[src/rtl/core/kli_lerp.sv]
// ----------------------------------------------------------------------------
// kli_lerp
// one component per cycle while i_en is high: a + floor((b - a) * f >> frac)
// ----------------------------------------------------------------------------
module kli_lerp #(
    parameter int FRAC_BITS = 16
) (
    input  logic               i_clk,
    input  logic               i_en,
    input  logic signed [31:0] i_a,
    input  logic signed [31:0] i_b,
    input  logic [FRAC_BITS:0] i_frac,
    output logic signed [31:0] o_res
);
    logic signed [32:0]           r_diff;
    logic signed [31:0]           r_a, r_a2;
    logic signed [33+FRAC_BITS:0] r_prod;
    logic signed [33+FRAC_BITS:0] w_shift;

    // stage one: difference, stage two: product, then a combinational add
    always_ff @(posedge i_clk) begin
        if (i_en) begin
            r_diff <= 33'(i_b) - 33'(i_a);
            r_a    <= i_a;
        end
        r_prod <= r_diff * $signed({1'b0, i_frac});
        r_a2   <= r_a;
    end

    // arithmetic shift floors
    assign w_shift = r_prod >>> FRAC_BITS;
    assign o_res   = 32'(w_shift + (34 + FRAC_BITS)'(r_a2));

endmodule

[config.mk]
export PLATFORM = sky130hd
export DESIGN_NAME = kli_lerp
export DESIGN_NICKNAME = d
export VERILOG_FILES = /design/src/rtl/core/kli_lerp.sv
export SDC_FILE = /design/constraint.sdc
export NUM_CORES = 2
export LEC_CHECK = 0
export BUFFER_PORTS_ARGS = -buffer_cell sky130_fd_sc_hd__clkbuf_2
export CAP_MARGIN = 10
export CORE_ASPECT_RATIO = 2
export CORE_MARGIN = 4
export CORE_UTILIZATION = 35
export CTS_BUF_LIST = sky130_fd_sc_hd__clkbuf_8
export DETAILED_ROUTE_END_ITERATION = 10
export SETUP_SLACK_MARGIN = 0.2
export SLEW_MARGIN = 20
export SYNTH_ARGS = -nofsm -noshare
export SYNTH_HDL_FRONTEND = slang
export SYNTH_SLANG_ARGS = --single-unit
[constraint.sdc]
create_clock -name i_clk -period 15 [get_ports i_clk]
set_input_delay 0.75 -clock i_clk [delete_from_list [all_inputs] [get_ports i_clk]]
set_output_delay 0.75 -clock i_clk [all_outputs]
set_load 0.02 [all_outputs]
==> results.cfg <==
[yosys]
yosysUniqueCellTypes = 57
syn_inst = 2631
synthDominantCellAreaShare = 0.420
synth_edf_count = 65
netlist_area_um2 = 24600
synth_seq_cells = 129
syn_avg_cell_area_um2 = 9.36
ys_warn_count = 0
yosysSeqAreaShare = 0.131
syn_nets = 3403
synth-main-ff-cell = edfxtp_1
async_reset_ff_frac = 0
yosys.area.top_type = fa_1
synthTopCellsByArea = fa_1 (42%), inv_1 (9.9%), ha_1 (8.8%)

[finish]
final_nets = 3455
drive_gt1_frac = 0.0593
n_fill_cell = 7103
area_growth_pct = 7.47
register_area_um2 = 3230
fin_area_um2 = 26500
multi_input_area_um2 = 18600

[floorplanning]
die-area_um2 = 74900
io_pins = 115
initial_core_util = 0.353
die_w_um = 196
fp.dieH_um = 383
rows = 137
core_area_um2 = 69800

[placement]
portBuffers = 114
place_area_um2 = 26000
dp_hpwl_um = 57200
place_congestion = 0.855

[routing]
routed.top_layer = met4
met1_length_um = 20600
dr_total_vias = 17900
drt-initial-drc-count = 722
via_per_inst = 4.97
drc = 0
ant_nets = 0
drt_wl_total_um = 69000
detail_route.wl_per_cell_um = 19.2
dr_wl_met3_um = 2080
met2RoutedLength_um = 40500
drt_pass1_iterations = 5

[flow_run]
drv_cap = 0

[clock_tree]
cts_resized = 0
clk_pin_slew_ps = 100
htree_levels = 4
cts_hold_buffers = 0
clk_path_buf_depth = 2
numCtsBuffers = 17
cts_tree = yes
clkSinkCount = 129
cts-root-buf = clkbuf_8
clkLatencyLatePin_ps = 480
post_cts_buffers = 0

[critical_path]
arrival_ps = 7700
critPathLaunch = r_diff[10]
cp_max_fo = 17
worst_ep_required_time_ps = 15410
critPathLaunchType = register
end_kind = register
worst-setup-path-type = reg -> reg
r2r_start = r_diff[10]

[timing]
final_hold_viol_count = 0
fin_crit_sh = 0.486
fin_tns_setup_ps = 0
worst_pin_slew_ps = 970
min_period_ps = 7290
setup_viol = 0
timing_max_transition_violations_final = 0
slew_headroom = 0.353
whs_ps = 336
grt_setup_unrepaired = no
fin_skew_ps = 18.4
timing.fmax_mhz = 137

[min_path]
hp-class = reg -> reg
min_from = r_a[21]

[global_route]
grt_pass1_vias = 19700
grt_max_degree = 66
grt_pass1_wl_um = 107000
globalRoute.totalOverflow = 0
track_usage = 0.187
antenna_found_initial = 1

[status]
status = completed
critical path, stage by stage, from the launching register on:
cell	delay, ps
edfxtp_1	780
and2_1	360
fa_1	530
inv_1	50
fa_1	550
fa_1	440
fa_1	550
inv_1	50
fa_1	490
fa_1	420
ha_1	360
o21ai_0	150
o21ai_0	140
o22ai_1	640
o31a_2	310
o31ai_1	120
o21ai_0	470
o21ai_1	240
o311a_1	320
nor2_1	110
xnor2_1	120
per-layer routing:
metal	vias up	GRT usage
met4	0	0.130
met5	-	0
li1	7935	-
met3	253	0.0184
met2	528	0.378
met1	9171	0.168
state kept, by name (all words and copies together), names as in the netlist:
signal and flops:
r_diff 33, r_a2 32, r_a 32, r_prod 32
final cells by class:
cell class / instances / share of cell area
multi-input cells: 1765 / 0.704
flip-flops and latches: 129 / 0.122
inverters: 652 / 0.0925
well taps: 903 / 0.0427
repair buffers: 118 / 0.0228
clock buffers: 17 / 0.00885
clock inverters: 15 / 0.00710
diodes: 1 / 0.0000946
logic make-up (layout without fill, tap and decap cells):
family,count (synthesis),in the layout,share of synthesized area
other,0,1,0
xor gates and xnor gates,94,94,0.0334
AOI/OAI and AO/OA,238,238,0.0634
buffers and inverters,737,802,0.112
DFF,129,129,0.131
and+or+nand+nor,744,744,0.152
adders and majority gates,689,689,0.508
stage by stage:
stage               setup slack (ps)   util  instances
global placement                7290  0.373       3567
CTS                             7780  0.379       3599
floorplan                       8510      -       2631
detailed placement              7260  0.373       3567
global route                    7430  0.379       3600
finish                          7710  0.379       3600
synthesized netlist by cell type (7+ instances only):
master	number
edfxtp_1	65
nand2_1	291
dfxtp_1	64
xor2_1	17
o21a_1	19
a21o_1	38
a21oi_1	62
o21bai_1	7
nor2b_1	17
xnor2_1	77
o31ai_1	8
and2_1	298
inv_1	652
ha_1	173
nand3_1	19
nand2b_1	11
o21ai_0	49
a211oi_1	11
nor2_1	65
a31oi_1	7
clkbuf_1	85
nand4_1	7
fa_1	516
nor3_1	16
path summary, 6_finish.rpt:
path                      to  slack [ps]  cells past startpoint
setup / recovery  r_prod[38]        7710                     20
hold / removal      r_a2[21]         340                      0
setup reg to reg  r_prod[38]        7710                     20
hold reg to reg     r_a2[21]         340                      0
placed cells by master (no fill, tap or decap), drive strengths merged, types with 19 or more instances in the layout:
master  netlist  layout
nor2         65      65
inv         652     661
edfxtp       65      65
o21a         19      19
nand2       291     291
a21oi        62      62
and2        298     298
xnor2        77      77
dfxtp        64      64
nand3        19      19
ha          173     173
fa          516     516
a21o         38      38
o21ai        51      51
clkbuf       85     130
Power is not shown: default switching activity piles up to over one toggle a cycle in this logic, so the estimate is an artifact.
