===== src/rtl/core/kli_divider.sv =====
// ----------------------------------------------------------------------------
// kli_divider
// restoring divider, one quotient bit per cycle
// ----------------------------------------------------------------------------
module kli_divider #(
    parameter int FRAC_BITS = 16
) (
    input  logic        i_clk,
    input  logic        i_rst_n,
    input  logic        i_start,
    input  logic [32:0] i_num,
    input  logic [32:0] i_den,
    output logic        o_done,
    output logic [FRAC_BITS:0] o_quot
);
    localparam int QW = FRAC_BITS + 1;
    localparam int CW = $clog2(QW + 1);

    logic [32:0]   r_rem, n_rem;
    logic [32:0]   r_den;
    logic [QW-1:0] r_quot, n_quot;
    logic [CW-1:0] r_cnt;
    logic          r_busy;
    logic [33:0]   w_trial;

    // quotient is below two, so only FRAC_BITS+1 bits are produced;
    // the numerator is num << FRAC_BITS fed one bit at a time
    always_comb begin
        w_trial = {r_rem, 1'b0};
        n_rem   = w_trial[32:0];
        n_quot  = {r_quot[QW-2:0], 1'b0};
        if (w_trial >= {1'b0, r_den}) begin
            n_rem  = 33'(w_trial - {1'b0, r_den});
            n_quot = {r_quot[QW-2:0], 1'b1};
        end
    end

    always_ff @(posedge i_clk) begin
        if (!i_rst_n) begin
            r_busy <= 1'b0;
            o_done <= 1'b0;
            r_cnt  <= '0;
        end else begin
            o_done <= r_busy && !i_start && (r_cnt == CW'(1));
            if (i_start) begin
                r_busy <= 1'b1;
                r_cnt  <= CW'(FRAC_BITS);
                r_den  <= i_den;
                // integer bit of the quotient first
                if (i_num >= i_den) begin
                    r_rem  <= 33'(i_num - i_den);
                    r_quot <= QW'(1);
                end else begin
                    r_rem  <= i_num;
                    r_quot <= '0;
                end
            end else if (r_busy) begin
                r_rem  <= n_rem;
                r_quot <= n_quot;
                r_cnt  <= r_cnt - CW'(1);
                if (r_cnt == CW'(1)) begin
                    r_busy <= 1'b0;
                end
            end
        end
    end

    assign o_quot = r_quot;

endmodule


===== config.mk =====
export PLATFORM = sky130hd
export DESIGN_NAME = kli_divider
export DESIGN_NICKNAME = d
export VERILOG_FILES = /design/src/rtl/core/kli_divider.sv
export SDC_FILE = /design/constraint.sdc
export NUM_CORES = 1
export LEC_CHECK = 0
export BUFFER_PORTS_ARGS = -buffer_cell sky130_fd_sc_hd__buf_2
export CAP_MARGIN = 30
export CORE_UTILIZATION = 55
export DETAILED_ROUTE_END_ITERATION = 10
export PLACE_DENSITY = 0.81
export SETUP_SLACK_MARGIN = 0.05
export SYNTH_ARGS = -nofsm -noshare
export SYNTH_HDL_FRONTEND = slang
export SYNTH_SLANG_ARGS = --single-unit

===== constraint.sdc =====
create_clock -name i_clk -period 3.2 [get_ports i_clk]
set_input_delay 0.64 -clock i_clk [delete_from_list [all_inputs] [get_ports i_clk]]
set_output_delay 0.64 -clock i_clk [all_outputs]
set_load 0.03 [all_outputs]

==> results of run 1 <==
-- metal layers --
layer / vias to the layer above / track usage / wire length [µm]
li1: 3777 / - / -
met4: 0 / 0.148 / 1230
met5: - / 0 / 0
met2: 550 / 0.528 / 11600
met1: 3820 / 0.460 / 10700
met3: 127 / 0.0508 / 2580
-- where the power goes --
part,leakage [nW],total (mW),switching (mW),internal [mW]
registers,0.845,1.49,0.0692,1.42
clock network,0.133,1.08,0.478,0.603
logic,3.62,2.35,1.30,1.05
total,4.59,4.92,1.84,3.08
-- synthesized netlist by cell type, types with 3 or more instances --
cell         n
a2111oi_0    5
o211ai_1    11
nand2b_1     7
clkbuf_1    32
ha_1        68
a21o_1      23
or2_2        5
mux2i_1     13
a311oi_1     3
o21bai_1    10
buf_2        5
nor2_1      76
a22oi_1      3
nor2b_1     19
xnor2_1     33
o211a_1      6
edfxtp_1    83
nor3b_1      4
dfxtp_1      7
o31ai_1      5
and2_1       3
nand2_1     72
a211o_1      5
o21ai_0     64
inv_1       86
and3_1       5
nand4_1     12
o31a_1       3
or3_1        3
a21oi_1    100
xor2_1      25
nor3_1      17
a21boi_0     6
o21a_1      10
nand3_1     11
a31oi_1      8
o221a_2      3
a211oi_1    25
-- critical path, stage by stage, from the launching register on --
cell and delay (ns):
edfxtp_1 0.42, ha_1 0.39, a211oi_2 0.40, nor2_1 0.13
o41ai_2 0.31, o31ai_2 0.15, a221o_1 0.41, a2111oi_2 0.32
buf_4 0.16, xor2_1 0.17, o21ai_2 0.11, o221a_2 0.13
-- per-stage QoR --
| step | total power, mW | hold slack [ns] | setup TNS (ns) |
|---|---|---|---|
| after floorplan | 2.72 | 0.469 | 0 |
| after global placement | 3.37 | 0.488 | -3.87 |
| after detailed placement | 3.43 | 0.497 | -6.71 |
| after CTS | 4.63 | 0.475 | -0.470 |
| after global routing | 5.11 | 0.480 | -4.27 |
| final | 4.92 | 0.476 | -1.76 |
-- state kept, by name, summed over array words and instances (netlist names) --
name,cells
r_rem,33
r_busy,1
o_done,1
r_den,33
o_quot,17
r_cnt,5
-- layout make-up --
type	instances	area [µm²]	share of cell area
clock inverters	7	68.8	0.00660
clock buffers	9	225	0.0216
flip-flops and latches	90	2630	0.252
inverters	86	325	0.0312
multi-input cells	697	5160	0.495
repair buffers	247	1790	0.172
well taps	180	225	0.0216
-- how the worst max path moves through the flow --
| stage | start | end | slack, ns | cells past startpoint |
|---|---|---|---|---|
| 2_1_floorplan | i_num[0] | r_rem[30]$_DFFE_PP_ | 0.003 | 13 |
| 3_3_place_gp | i_num[0] | r_rem[30]$_DFFE_PP_ | -0.26 | 14 |
| 3_5_place_dp | i_num[0] | r_rem[28]$_DFFE_PP_ | -0.40 | 14 |
| 4_1_cts | r_rem[26]$_DFFE_PP_ | r_rem[5]$_DFFE_PP_ | -0.07 | 12 |
| 5_1_grt | r_rem[6]$_DFFE_PP_ | r_rem[10]$_DFFE_PP_ | -0.27 | 13 |
| 6_report | r_rem[6]$_DFFE_PP_ | r_rem[32]$_DFFE_PP_ | -0.15 | 11 |
-- what timing repair did --
action / 4_1_cts / 5_1_grt
buffers inserted: 6 / 7
pin swaps: 16 / 13
gates resized for setup: 47 / 54
cloned: 2 / 0
hold buffers: 0 / 0
setup endpoints to repair: 32 / 33
-- cells by family (layout without fill, tap and decap cells) --
| logic type | count (synthesis) | count (layout) | share of synthesized area |
|---|---|---|---|
| xor+xnor | 58 | 58 | 0.0651 |
| buf+inv | 125 | 349 | 0.0628 |
| compound gates | 309 | 309 | 0.253 |
| mux | 13 | 13 | 0.0167 |
| simple gates | 247 | 247 | 0.151 |
| flops | 90 | 90 | 0.337 |
| fa+ha+maj | 70 | 70 | 0.114 |
==> impl_results.md, run 1 <==
* Crit Path Max Fanout at 3
* Setup WS pre-CTS at -0.400 ns
* Largest net degree at the start of global routing at 57
* Placed instance area at 0.00955 mm²
* Synth top area cells: edfxtp_1 32%, ha_1 11%, a21oi_1 6.4%
* Rows at 43
* Final clock skew at 0.0112 ns
* R2r endpoint: r_rem[32]$_DFFE_PP_
* Io pins at 87
* CTS tree: yes
* Hold Path Stages at 1
* R2R setup slack at -0.15 ns
* Syn avg cell area at 8.56 µm²
* Initial DRC count at 950
* Pwr dens at 472 mW/mm²
* Placed cell count at 1286
* Routed len/inst at 19.8 µm
* CP arrival at 3.46 ns
* Crit Path Category: flip-flop to flip-flop
* Global route overflow at 0
* First-pass GRT wire length at 38300 µm
* Sequential area share after synthesis at 0.337
* Area fraction of the dominant cell type after synthesis at 0.319
* Initial Util at 0.562
* Final core occ at 0.751
* Clock Pin Slew Worst Setup and Hold Paths at 0.07 ns
* Fillers at 875
* Final hold violations at 0
* Worst IR drop on VDD at 329 µV
* Syn_nets at 1051
* Status: finished, violations left
* FF-to-FF Start: r_rem[6]$_DFFE_PP_
* Main synth FF type: edfxtp_1
* Die height at 121 µm
* LEAKAGE at 4.59 nW
* Ratio of cells with drive above 1 in the final layout at 0.305
* Slew Limit Fails at 0
* Min Tclk post-route at 3.35 ns
* Final cycle utilization of the critical path at 1.05
* Initial antenna violation count at 0
* Routed via count at 8274
* Post-Syn Area at 0.00781 mm²
* Post-synth EDFFs at 83
* Tot GR Track Use at 0.337
* Die area at 0.0147 mm²
* Fmax at 0.298 GHz
* Final setup fails at 25
* Ys Warns at 0
* Post-route ant nets at 0
* Synth cell types at 62
* Synthesis-to-finish area growth at 33.6%
* N_diodes at 0
* Most common cell after layout, fill and taps aside: buf_4
* GP Congestion at 0.946
* TritonRoute pass-1 iters at 6
* Fin area at 0.0104 mm²
* Max-Cap Viols at 0
* Slew Limit Headroom at 0.656
* Vias in the first global route at 7657
* Vias per std cell at 6.29
* DRC viols at 0
* Die X at 121 µm
* Clock tree buffer depth at 2
* Worst Reg-to-Reg Cells at 11
* Layout Cells excl Fill at 1316
* Fin worst setup slack at -0.154 ns
* Hold Path Origin: i_den[2]
* Skew-Pair Late Insertion Delay at 0.36 ns
* H-Tree Depth at 3
* Violated checks: negative setup slack
* Port Buf Inserts at 86
* Nets at 1270
* DP HPWL at 17400 µm
* Commonest non-fill, non-tap cells in the layout: 146 x buf_4, 85 x a21oi_1, 85 x buf_2
* Post-Synthesis Cells at 912
* Hold Path Class: input port to flip-flop
* Slew of the pin with the lowest slew margin at 0.516 ns
* Worst Setup Start Kind: flip-flop
* RSZ-0062 raised after global routing: yes
* Clock sinks at 90
* #FFs+latches synth at 90
* Area leader, netlist: edfxtp_1
* Core Region at 0.0139 mm²
* WL final at 26000 µm
* Post-synth ARST share at 0
* Crit. End Element: flip-flop
* Clock Tree Root: clkbuf_16
* TritonCTS Buffers at 9
* CP required at 3.31 ns
* Worst Hold Path EP: r_den[2]$_DFFE_PP_
Note: power is estimated with default switching activity, not from simulation.
==> inputs of run 2 (changes only) <==
--- a/config.mk
+++ b/config.mk
@@ -7,8 +7,10 @@
 export LEC_CHECK = 0
 export BUFFER_PORTS_ARGS = -buffer_cell sky130_fd_sc_hd__buf_2
 export CAP_MARGIN = 30
+export CORE_ASPECT_RATIO = 1.5
 export CORE_UTILIZATION = 55
 export DETAILED_ROUTE_END_ITERATION = 10
+export GPL_TIMING_DRIVEN = 0
 export PLACE_DENSITY = 0.81
 export SETUP_SLACK_MARGIN = 0.05
 export SYNTH_ARGS = -nofsm -noshare
==> impl_results.md, run 2 (synthesized netlist as in run 1, its figures left out) <==
* Violated checks: negative setup slack
* R2R setup slack at -0.02 ns (+0.13 ns)
* Die area at 0.0147 mm² (about the same)
* Slew Limit Headroom at 0.406 (-0.251)
* Nets at 1167 (-8.1%)
* Reg power frac at 0.325 (+0.022)
* Crit Path Category: input port to flip-flop
* Tot GR Track Use at 0.302 (-0.0352)
* CP required at 3.27 ns (-0.04 ns)
* H-Tree Depth at 3 (unchanged)
* Synthesis-to-finish area growth at 23.7%
* Initial antenna violation count at 0 (unchanged)
* Worst IR drop on VDD at 237 µV (-28%)
* Io pins at 87 (unchanged)
* RSZ-0062 raised after global routing: yes
* LEAKAGE at 4.02 nW (-12%)
* Hold Path Class: input port to flip-flop
* Core Region at 0.0139 mm² (+0.32%)
* CP arrival at 3.39 ns (-0.07 ns)
* FF-to-FF Start: r_rem[23]$_DFFE_PP_
* DP HPWL at 16800 µm (-3.3%)
* CTS tree: yes
* Port Buf Inserts at 85 (-1.2%)
* Final core occ at 0.693 (-0.0579)
* N_diodes at 0 (unchanged)
* Status: finished, violations left
* Routed via count at 7519 (-9.1%)
* Routed len/inst at 19.0 µm (-3.7%)
* Final hold violations at 0 (unchanged)
* Die X at 99.3 µm (-18%)
* GP Congestion at 0.944 (-0.29%)
* Net Switching at 1.68 mW (-8.8%)
* DRC viols at 0 (unchanged)
* Power, Total at 4.56 mW (-7.2%)
* Fillers at 1094 (+25%)
* Global route overflow at 0 (unchanged)
* Crit path capture: r_rem[28]$_DFFE_PP_
* Skew-Pair Late Insertion Delay at 0.35 ns (about the same)
* Switching Share at 0.368 (-0.00636)
* Post-route ant nets at 0 (unchanged)
* Min Tclk post-route at 3.32 ns (-0.0373 ns)
* Logic pwr share at 0.447 (-0.030)
* Internal Power at 2.88 mW (-6.3%)
* Slew Limit Fails at 0 (unchanged)
* WL final at 22800 µm (-12%)
* Slew of the pin with the lowest slew margin at 0.892 ns (+0.376 ns)
* Hold_buf cts at 0 (unchanged)
* Pwr dens at 473 mW/mm² (+0.17%)
* Commonest non-fill, non-tap cells in the layout: 88 x a21oi_1, 85 x buf_2, 83 x inv_1, 83 x edfxtp_1, 75 x nor2_1
* Initial DRC count at 562 (-41%)
* TritonRoute pass-1 iters at 6 (unchanged)
* Crit Path Max Fanout at 3 (unchanged)
* Clock power frac at 0.228 (+0.008)
* Worst Reg-to-Reg Cells at 12 (+1)
* Vias in the first global route at 7063 (-7.8%)
* Initial Util at 0.561 (-0.00182)
* Max-Cap Viols at 0 (unchanged)
* Most common cell after layout, fill and taps aside: a21oi_1
* Critical Path Source: i_num[0]
* Crit. End Element: flip-flop
* Clock Tree Root: clkbuf_16
* Fmax at 0.301 GHz (+1.1%)
* Die height at 148 µm (+22%)
* Clock sinks at 90 (unchanged)
* TritonCTS Buffers at 9 (unchanged)
* Final clock skew at 0.00612 ns (-0.00511 ns)
* First-pass GRT wire length at 34600 µm (-9.7%)
* Vias per std cell at 6.28 (-0.17%)
* Largest net degree at the start of global routing at 34 (-40%)
* Final setup fails at 7 (-72%)
* Ratio of cells with drive above 1 in the final layout at 0.223 (-0.0828)
* Rows at 53 (+23%)
* Final cycle utilization of the critical path at 1.04 (-0.0116)
* Clock tree buffer depth at 2 (unchanged)
* Setup WS pre-CTS at -0.974 ns (-0.573 ns)
* Final setup TNS at -0.254 ns (+1.50 ns)
* Clock Pin Slew Worst Setup and Hold Paths at 0.06 ns (about the same)
* Worst Setup Start Kind: input port
* Fin worst setup slack at -0.117 ns (+0.0373 ns)
* R2r endpoint: r_rem[27]$_DFFE_PP_
-- run 2: changes by cell type in the layout (fill, tap and decap cells not counted), sizes merged --
cell,before,now
buf,246,123
bufbuf,1,0
clkbuf,9,32
clkinvlp,3,1
-- run 2: metrics by stage --
stage / instances / hold slack (ns) / cell area, µm²
6_report: 1198 / 0.485 / 9660
5_1_grt: 1198 / 0.480 / 9660
4_1_cts: 1190 / 0.484 / 9230
3_5_place_dp: 1164 / 0.492 / 8580
3_3_place_gp: 1162 / 0.484 / 8550
2_1_floorplan: 912 / 0.469 / 7920
-- run 2: timing repair --
action | in CTS | in global routing
cloned | 0 | 2
resized for setup | 65 | 72
pin swaps | 13 | 19
buffers inserted | 13 | 14
setup endpoints to repair | 34 | 34
-- run 2: per-layer routing --
| metal | track usage | up-vias | part of all wire |
|---|---|---|---|
| met5 | 0 | - | 0 |
| met3 | 0.0322 | 87 | 0.064 |
| li1 | - | 3576 | - |
| met1 | 0.372 | 3505 | 0.39 |
| met2 | 0.519 | 351 | 0.49 |
| met4 | 0.154 | 0 | 0.052 |
-- run 2: worst max-delay path: stages --
cell,delay (ns)
buf_8,0.10
inv_4,0.05
ha_4,0.13
inv_2,0.03
fa_2,0.34
a21o_1,0.21
a221oi_4,0.27
o211ai_1,0.24
a2111o_1,0.49
a31oi_4,0.22
o21ai_1,0.11
xor2_1,0.15
mux2i_1,0.27
a22oi_1,0.14
-- run 2: power by group through the flow --
stage / clock network (mW) / registers, mW / logic, mW
final: 1.04 / 1.49 / 2.04
after global routing: 1.08 / 1.49 / 2.20
after CTS: 1.04 / 1.48 / 1.79
after detailed placement: 0 / 1.50 / 1.64
after global placement: 0 / 1.50 / 1.61
after floorplan: 0 / 1.51 / 1.20
-- run 2: final cells by class --
cell class | instances | area, µm² | area share
multi-input cells | 697 | 5290 | 0.547
plain buffers | 28 | 198 | 0.0205
inverters | 86 | 325 | 0.0337
well taps | 165 | 206 | 0.0214
flip-flops and latches | 90 | 2630 | 0.273
clock inverters | 5 | 53.8 | 0.00557
repair buffers | 116 | 723 | 0.0749
clock buffers | 11 | 233 | 0.0241
-- run 2: worst min-delay path by stage --
stage / to / from / cells after the start
final: r_den[16]$_DFFE_PP_ / i_den[16] / 1
after global routing: r_den[16]$_DFFE_PP_ / i_den[16] / 1
after CTS: r_den[25]$_DFFE_PP_ / i_den[25] / 1
after detailed placement: r_cnt[1]$_SDFFE_PP0P_ / r_cnt[1]$_SDFFE_PP0P_ / 2
after global placement: r_cnt[1]$_SDFFE_PP0P_ / r_cnt[1]$_SDFFE_PP0P_ / 2
after floorplan: r_cnt[1]$_SDFFE_PP0P_ / r_cnt[1]$_SDFFE_PP0P_ / 2
